<file path="config.mk">
export PLATFORM = sky130hd
export DESIGN_NAME = des_key_schedule
export DESIGN_NICKNAME = d
export VERILOG_FILES = /design/src/dks_pkg.sv /design/src/des_key_schedule.sv /design/src/dks_front.sv /design/src/dks_back.sv
export VERILOG_INCLUDE_DIRS = /design/src /design/src/src
export SDC_FILE = /design/constraint.sdc
export NUM_CORES = 1
export LEC_CHECK = 0
export ABC_AREA = 1
export BUFFER_PORTS_ARGS = -buffer_cell sky130_fd_sc_hd__buf_2
export CAP_MARGIN = 0
export CELL_PAD_IN_SITES_DETAIL_PLACEMENT = 0
export CELL_PAD_IN_SITES_GLOBAL_PLACEMENT = 1
export CORE_UTILIZATION = 40
export DETAILED_ROUTE_END_ITERATION = 6
export HOLD_SLACK_MARGIN = 0.12
export PLACE_DENSITY_LB_ADDON = 0.1
export REMOVE_ABC_BUFFERS = 1
export SYNTH_ARGS = -nofsm -noshare
export SYNTH_HDL_FRONTEND = slang
export SYNTH_SLANG_ARGS = --single-unit
</file>
<file path="constraint.sdc">
create_clock -name clk -period 5.15 [get_ports clk]
set_clock_uncertainty 0.05 [all_clocks]
set_input_delay 1.03 -clock clk [delete_from_list [all_inputs] [get_ports clk]]
set_output_delay 1.03 -clock clk [all_outputs]
set_load 0.01 [all_outputs]
</file>
<file path="src/des_key_schedule_macros.svh">
// assertion macros used by the des key schedule back module (dks_back)
// expects clk and rst_n in the scope where a macro is used
`ifndef DES_KEY_SCHEDULE_MACROS_SVH
`define DES_KEY_SCHEDULE_MACROS_SVH

// same-cycle implication, checked outside reset
`define DKS_ASSERT_IMP(lbl, ante, cons) \
    lbl: assert property (@(posedge clk) disable iff (!rst_n) (ante) |-> (cons)) \
        else $error("des key schedule check failed");

// next-cycle implication, checked outside reset
`define DKS_ASSERT_NEXT(lbl, ante, cons) \
    lbl: assert property (@(posedge clk) disable iff (!rst_n) (ante) |=> (cons)) \
        else $error("des key schedule check failed");

`endif

</file>
<file path="src/dks_pkg.sv">
// des key schedule package: widths, permutation tables, front-to-back item type
// no dependencies
`timescale 1ns / 1ps
`default_nettype none

package dks_pkg;

    localparam int KEY_W   = 64;
    localparam int HALF_W  = 28;
    localparam int CD_W    = 2 * HALF_W;
    localparam int SUB_W   = 48;
    localparam int ROUNDS  = 16;
    localparam int RND_W   = $clog2(ROUNDS);
    localparam int RNUM_W  = 5;

    typedef logic [6:0] tab_entry_t;

    // pc1 key selection, source bit numbers counted from the msb
    localparam tab_entry_t PC1_TAB [CD_W] = '{
        7'd57, 7'd49, 7'd41, 7'd33, 7'd25, 7'd17, 7'd9,
        7'd1,  7'd58, 7'd50, 7'd42, 7'd34, 7'd26, 7'd18,
        7'd10, 7'd2,  7'd59, 7'd51, 7'd43, 7'd35, 7'd27,
        7'd19, 7'd11, 7'd3,  7'd60, 7'd52, 7'd44, 7'd36,
        7'd63, 7'd55, 7'd47, 7'd39, 7'd31, 7'd23, 7'd15,
        7'd7,  7'd62, 7'd54, 7'd46, 7'd38, 7'd30, 7'd22,
        7'd14, 7'd6,  7'd61, 7'd53, 7'd45, 7'd37, 7'd29,
        7'd21, 7'd13, 7'd5,  7'd28, 7'd20, 7'd12, 7'd4
    };

    // pc2 subkey compression, source bit numbers into cd counted from the msb
    localparam tab_entry_t PC2_TAB [SUB_W] = '{
        7'd14, 7'd17, 7'd11, 7'd24, 7'd1,  7'd5,
        7'd3,  7'd28, 7'd15, 7'd6,  7'd21, 7'd10,
        7'd23, 7'd19, 7'd12, 7'd4,  7'd26, 7'd8,
        7'd16, 7'd7,  7'd27, 7'd20, 7'd13, 7'd2,
        7'd41, 7'd52, 7'd31, 7'd37, 7'd47, 7'd55,
        7'd30, 7'd40, 7'd51, 7'd45, 7'd33, 7'd48,
        7'd44, 7'd49, 7'd39, 7'd56, 7'd34, 7'd53,
        7'd46, 7'd42, 7'd50, 7'd36, 7'd29, 7'd32
    };

    // rounds that rotate by two places (bit r set), the others rotate by one
    localparam logic [ROUNDS-1:0] ROT_TWO = 16'b0111_1110_1111_1100;

    // item handed from front queue to back sequencer
    typedef struct packed {
        logic            valid;
        logic [CD_W-1:0] cd;
    } cd_item_t;

    function automatic logic [CD_W-1:0] pc1(input logic [KEY_W-1:0] key);
        logic [CD_W-1:0] res;
        res = '0;
        for (int i = 0; i < CD_W; i++) begin
            res[CD_W-1-i] = key[KEY_W - int'(PC1_TAB[i])];
        end
        return res;
    endfunction

    function automatic logic [SUB_W-1:0] pc2(input logic [CD_W-1:0] cd);
        logic [SUB_W-1:0] res;
        res = '0;
        for (int i = 0; i < SUB_W; i++) begin
            res[SUB_W-1-i] = cd[CD_W - int'(PC2_TAB[i])];
        end
        return res;
    endfunction

    function automatic logic [HALF_W-1:0] rot_half(input logic [HALF_W-1:0] h,
                                                   input logic two);
        logic [HALF_W-1:0] res;
        if (two) begin
            res = {h[HALF_W-3:0], h[HALF_W-1:HALF_W-2]};
        end
        else begin
            res = {h[HALF_W-2:0], h[HALF_W-1]};
        end
        return res;
    endfunction

endpackage

`default_nettype wire

</file>
<file path="src/des_key_schedule.sv">
// path: a queued key moves to the halves registers when the sequencer is free,
// then its subkeys to the result register, one per cycle while pop is held high
// throughput: set by the single round sequencer, issuing one subkey per cycle
// while the result register is free; a two-slot key queue feeds it
// reset: rst_n asynchronous active low, empties the queue and the result register
`timescale 1ns / 1ps
`default_nettype none

module des_key_schedule (
    input  wire logic                       clk,
    input  wire logic                       rst_n,
    input  wire logic                       push,
    output logic                            full,
    input  wire logic [dks_pkg::KEY_W-1:0]  key_in,
    output logic                            empty,
    input  wire logic                       pop,
    output logic [dks_pkg::SUB_W-1:0]       round_key,
    output logic [dks_pkg::RNUM_W-1:0]      round_number,
    output logic                            last_round
);
    import dks_pkg::*;

    cd_item_t item;
    logic     take;

    // key intake and pc1 key selection
    dks_front u_front (
        .clk    (clk),
        .rst_n  (rst_n),
        .push   (push),
        .full   (full),
        .key_in (key_in),
        .item   (item),
        .take   (take)
    );

    // round generation and result register
    dks_back u_back (
        .clk          (clk),
        .rst_n        (rst_n),
        .item         (item),
        .take         (take),
        .empty        (empty),
        .pop          (pop),
        .round_key    (round_key),
        .round_number (round_number),
        .last_round   (last_round)
    );

endmodule

`default_nettype wire

</file>
<file path="src/dks_front.sv">
// front of the key schedule: takes key transactions, applies the pc1 key selection
// and holds the halves in a two-slot queue; depends on dks_pkg
`timescale 1ns / 1ps
`default_nettype none

module dks_front (
    input  wire logic                     clk,
    input  wire logic                     rst_n,
    input  wire logic                     push,
    output logic                          full,
    input  wire logic [dks_pkg::KEY_W-1:0] key_in,
    output dks_pkg::cd_item_t             item,
    input  wire logic                     take
);
    import dks_pkg::*;

    logic [CD_W-1:0] slot_reg [2];
    logic            wr_ptr_reg, wr_ptr_next;
    logic            rd_ptr_reg, rd_ptr_next;
    logic [1:0]      count_reg, count_next;
    logic            do_push;
    logic            do_take;

    // handshake on both sides of the queue
    assign full    = (count_reg == 2'd2);
    assign do_push = push && !full;
    assign do_take = take && (count_reg != 2'd0);

    assign item.valid = (count_reg != 2'd0);
    assign item.cd    = slot_reg[rd_ptr_reg];

    // pointer and fill count update
    always_comb
    begin
        wr_ptr_next = wr_ptr_reg ^ do_push;
        rd_ptr_next = rd_ptr_reg ^ do_take;
        count_next  = count_reg + {1'b0, do_push} - {1'b0, do_take};
    end

    always_ff @(posedge clk or negedge rst_n)
    begin
        if (!rst_n)
        begin
            wr_ptr_reg <= 1'b0;
            rd_ptr_reg <= 1'b0;
            count_reg  <= 2'd0;
        end
        else
        begin
            wr_ptr_reg <= wr_ptr_next;
            rd_ptr_reg <= rd_ptr_next;
            count_reg  <= count_next;
        end
    end

    // slot write with the pc1 key selection applied on entry
    always_ff @(posedge clk)
    begin
        if (do_push)
        begin
            slot_reg[wr_ptr_reg] <= pc1(key_in);
        end
    end

endmodule

`default_nettype wire

</file>
<file path="src/dks_back.sv">
// back of the key schedule: rotates the halves round by round and applies
// the pc2 compression into the result register; depends on dks_pkg and macros
`timescale 1ns / 1ps
`default_nettype none
`include "des_key_schedule_macros.svh"

module dks_back (
    input  wire logic                       clk,
    input  wire logic                       rst_n,
    input  wire dks_pkg::cd_item_t          item,
    output logic                            take,
    output logic                            empty,
    input  wire logic                       pop,
    output logic [dks_pkg::SUB_W-1:0]       round_key,
    output logic [dks_pkg::RNUM_W-1:0]      round_number,
    output logic                            last_round
);
    import dks_pkg::*;

    logic [HALF_W-1:0] c_reg, c_next;
    logic [HALF_W-1:0] d_reg, d_next;
    logic [RND_W-1:0]  round_reg, round_next;
    logic              busy_reg, busy_next;
    logic              out_valid_reg, out_valid_next;
    logic [SUB_W-1:0]  key_out_reg;
    logic [RNUM_W-1:0] rnum_out_reg;
    logic              last_out_reg;
    logic              advance;
    logic              issue;
    logic              final_issue;
    logic [HALF_W-1:0] c_rot;
    logic [HALF_W-1:0] d_rot;

    // result register frees when empty or when its transaction is taken
    assign advance     = !out_valid_reg || pop;
    assign issue       = busy_reg && advance;
    assign final_issue = issue && (round_reg == RND_W'(ROUNDS - 1));
    assign take        = item.valid && (!busy_reg || final_issue);

    assign c_rot = rot_half(c_reg, ROT_TWO[round_reg]);
    assign d_rot = rot_half(d_reg, ROT_TWO[round_reg]);

    // round sequencer
    always_comb
    begin
        c_next         = c_reg;
        d_next         = d_reg;
        round_next     = round_reg;
        busy_next      = busy_reg;
        out_valid_next = out_valid_reg;
        if (advance)
        begin
            out_valid_next = busy_reg;
        end
        if (issue)
        begin
            c_next     = c_rot;
            d_next     = d_rot;
            round_next = round_reg + RND_W'(1);
            if (final_issue)
            begin
                busy_next = 1'b0;
            end
        end
        if (take)
        begin
            c_next     = item.cd[CD_W-1:HALF_W];
            d_next     = item.cd[HALF_W-1:0];
            round_next = '0;
            busy_next  = 1'b1;
        end
    end

    always_ff @(posedge clk or negedge rst_n)
    begin
        if (!rst_n)
        begin
            round_reg     <= '0;
            busy_reg      <= 1'b0;
            out_valid_reg <= 1'b0;
        end
        else
        begin
            round_reg     <= round_next;
            busy_reg      <= busy_next;
            out_valid_reg <= out_valid_next;
        end
    end

    // halves and result payload
    always_ff @(posedge clk)
    begin
        c_reg <= c_next;
        d_reg <= d_next;
        if (issue)
        begin
            key_out_reg  <= pc2({c_rot, d_rot});
            rnum_out_reg <= {1'b0, round_reg} + RNUM_W'(1);
            last_out_reg <= (round_reg == RND_W'(ROUNDS - 1));
        end
    end

    assign empty        = !out_valid_reg;
    assign round_key    = key_out_reg;
    assign round_number = rnum_out_reg;
    assign last_round   = last_out_reg;

    // checks
    `DKS_ASSERT_IMP(a_last_is_sixteen, out_valid_reg && last_out_reg,
                    rnum_out_reg == RNUM_W'(ROUNDS))
    `DKS_ASSERT_NEXT(a_rounds_follow, out_valid_reg && !last_out_reg && pop,
                     out_valid_reg && rnum_out_reg == $past(rnum_out_reg) + RNUM_W'(1))
    `DKS_ASSERT_IMP(a_idle_holds_last, !busy_reg, !out_valid_reg || last_out_reg)

endmodule

`default_nettype wire
</file>
==> summary.md <==
| Metric | Value |
|---|---|
| Worst-case setup margin in the final layout | 2600 ps |
| Clock-pin slew on the worst setup and hold paths | 60 ps |
| Post-detailed-route via-to-cell ratio | 4.62 |
| Post-synthesis adder-cell area fraction | 0.00764 |
| Maximum operating frequency | 392 MHz |
| Worst reg2reg path endpoint | u_front.count_reg[1] |
| Worst path arrival time | 2890 ps |
| Global placement routability congestion | 0.735 |
| Number of nets in the layout | 1,076 |
| Period Utilization, post-route | 0.496 |
| Main combinational cell family by area after synthesis | simple AND/OR/NAND/NOR gates |
| Core utilization of the finished layout | 0.486 |
| Status | finished, final reports clean |
| Portion of the post-synthesis area used by sequential elements | 0.701 |
| Setup-violating endpoint count in the final report | 0 |
| Io pins | 124 |
| First-pass GRT wire length | 32.3 mm |
| Total of flip-flops plus latches after synthesis | 231 |
| Leftover overflow at the end of global routing | 0 |
| Area of the die | 25,200 sq um |
| Worst supply voltage drop on vdd | 0.305 mV |
| Overall die height | 159 um |
| Multiplexer fraction of the synthesized cell area | 0 |
| Total of cells resized after clock tree synthesis | 0 |
| CTS tree | yes |
| Number of port buffers | 115 |
| Detailed Route Iter0 Violations | 297 |
| Total power divided by cell area | 662 nW/um^2 |
| Post-CTS setup buffer count | 0 |
| Worst setup path start | u_back.round_reg[0] |
| CTS HTree Levels | 1 |
| Required @ worst endpoint | 5490 ps |
| Mean Syn Cell Area | 11.0 sq um |
| Area growth syn-to-layout | 17.6% |
| Root Driver | clkbuf_16 |
| Final total power | 0.00765 W |
| Compound-gate portion of the synthesized area | 0.000509 |
| Chip Width | 159 um |
| Total via count after detailed routing | 6,192 |
| Path class of the lowest-slack min-delay path | in2async |
| Number of placement rows | 56 |
| Initial core utilization | 0.414 |
| Final count of pins violating max slew | 0 |
| Critical Path Fanout Max | 58 |
| Clock network latency to the later pin of the worst-skew pair | 510 ps |
| R2r startpoint | u_back.round_reg[0] |
| Mapped Cells | 890 |
| Setup repair after global routing missed its margin | false |
| Capturing element type of the critical path | flip-flop |
| Number of DRC violations after detailed routing | 0 |
| Clock tree sinks | 231 |
| Half-perimeter wire length after detailed placement | 11.6 mm |
| # fillers | 2,173 |
| Warning count from the yosys run | 0 |
| Total detailed-routing wirelength | 20.3 mm |
| Type of origin of the critical path | flip-flop |
| Via count of the first global-routing pass | 6,104 |
| Max reg flops | 112 |
| Fraction of layout instances using a drive strength above 1 | 0.181 |
| Final hold vios | 0 |
| Headroom to the max-slew limit | 0.313 |
| Worst-case register-to-register setup slack | 2600 ps |
| Max-capacitance violation count | 0 |
| Number of hold buffers added after CTS | 0 |
| Setup slack at placement | 2040 ps |
| Average detailed-routed wire length per instance | 15.2 um |
| Post-detailed-route count of antenna-violating nets | 0 |
| Xor/xnor cell area share of the yosys netlist | 0.00267 |
| End of the critical path | u_front.count_reg[1] |
| Number of antenna violations at the first check in global routing | 1 |
| Leakage power summed over all cells | 4.94 nW |
| Basic-gate share of the synthesized area counting and, or, nand and nor cells | 0.235 |
| Largest net degree at the start of global routing | 62 |
| Transition at the pin with the smallest max-transition slack | 1030 ps |
| Total core area | 23,800 sq um |
| Antenna diode count | 0 |
| Critical setup path kind | reg2reg |
| Reg2reg path depth | 12 |
| Smallest hold slack | 327 ps |
| Number of buffers on the longest clock path | 3 |
| Accumulated negative setup slack | 0 ps |
| Global-route usage over all layers | 0.163 |
| Final min period | 2550 ps |
| Count of unique library cells instantiated by Yosys | 22 |
| Cts bufs inserted | 26 |
| Pre-antenna DRT Iters | 5 |
| Cell area after technology mapping | 9820 sq um |
==> cell type report <==
| type | count | area [sq um] | area share |
|---|---|---|---|
| sequential | 231 | 6890 | 0.596 |
| multi-input combinational | 541 | 2440 | 0.211 |
| clock buffer | 34 | 712 | 0.0616 |
| timing repair buffer | 127 | 666 | 0.0576 |
| tap | 319 | 399 | 0.0346 |
| inverter | 75 | 287 | 0.0248 |
| clock inverter | 14 | 160 | 0.0139 |
==> cells in the final DEF, fill, tap and decap left out <==
master and instances:
edfxtp_1 221, nand2_4 1, inv_2 3, clkinv_1 8, clkbuf_8 1, buf_2 115, bufinv_16 4, clkbuf_1 6
ha_1 4, nor2_4 1, nand2_1 347, clkinv_2 2, nand2_2 12, and2_1 48, dfrtp_1 9, xnor2_1 1
clkinv_4 1, clkbuf_16 27, ha_2 2, dfrtp_2 1, buf_4 12, xor2_1 2, nor2_1 3, inv_1 71
o21ai_4 1, nand3_1 117, nand3_2 2
==> worst max-delay path, stage by stage (launching register included) <==
cell and delay [ps]:
dfrtp_1 410, ha_1 240, nand2_1 120, nor2_4 40, nand2_1 60, nand2_2 70, nand2_4 80, clkinv_4 390
ha_1 480, inv_1 40, ha_1 190, xnor2_1 130, xor2_1 140
==> report_power, final <==
| part | internal [W] | leakage, nW | total, W | switching [W] |
|---|---|---|---|---|
| Sequential | 0.00304 | 2.20 | 0.00325 | 0.000202 |
| Clock | 0.00117 | 0.424 | 0.00186 | 0.000696 |
| Combinational | 0.000877 | 2.31 | 0.00254 | 0.00166 |
| Total | 0.00509 | 4.94 | 0.00765 | 0.00256 |
==> cell usage after synthesis <==
cell type	count	area [sq um]
buf_6	1	11.3
and2_1	48	300
xnor2_1	1	8.76
dfrtp_1	10	250
nor2_1	3	11.3
clkinv_4	1	8.76
nand2_2	11	68.8
inv_2	1	3.75
inv_1	73	274
buf_2	21	105
o21ai_1	1	5.00
nand2_1	348	1310
nand2_4	1	11.3
nand3_1	119	596
edfxtp_1	221	6640
buf_1	7	26.3
nor2_4	1	11.3
buf_8	2	30.0
xor2_1	2	17.5
clkbuf_1	6	22.5
buf_4	6	45.0
ha_1	6	75.1
==> worst min-delay path by stage <==
| stage | endpoint |
|---|---|
| after floorplan | u_back.busy_reg |
| after global placement | u_back.out_valid_reg |
| after detailed placement | u_back.out_valid_reg |
| after CTS | u_back.out_valid_reg |
| after global routing | u_back.round_reg[0] |
| final | u_back.out_valid_reg |
==> stage by stage <==
stage / std cells / cell area, sq um
after floorplan: 847 / 9580
after global placement: 1293 / 10700
after detailed placement: 1293 / 10700
after CTS: 1341 / 11600
after global routing: 1341 / 11600
final: 1341 / 11600
==> cells by family (layout without fill, tap and decap cells) <==
group           Yosys count  in the layout
fa+ha+maj                 6              6
xor+xnor                  3              3
compound gates            1              1
flops                   231            231
simple gates            531            531
buf+inv                 118            250
==> routing by layer <==
metal / global-route usage / routed length (um)
met1: 0.214 / 9330
met2: 0.280 / 9840
met3: 0.0274 / 820
met4: 0.0402 / 317
met5: 0 / 13
(Power assumes the default switching activity.)
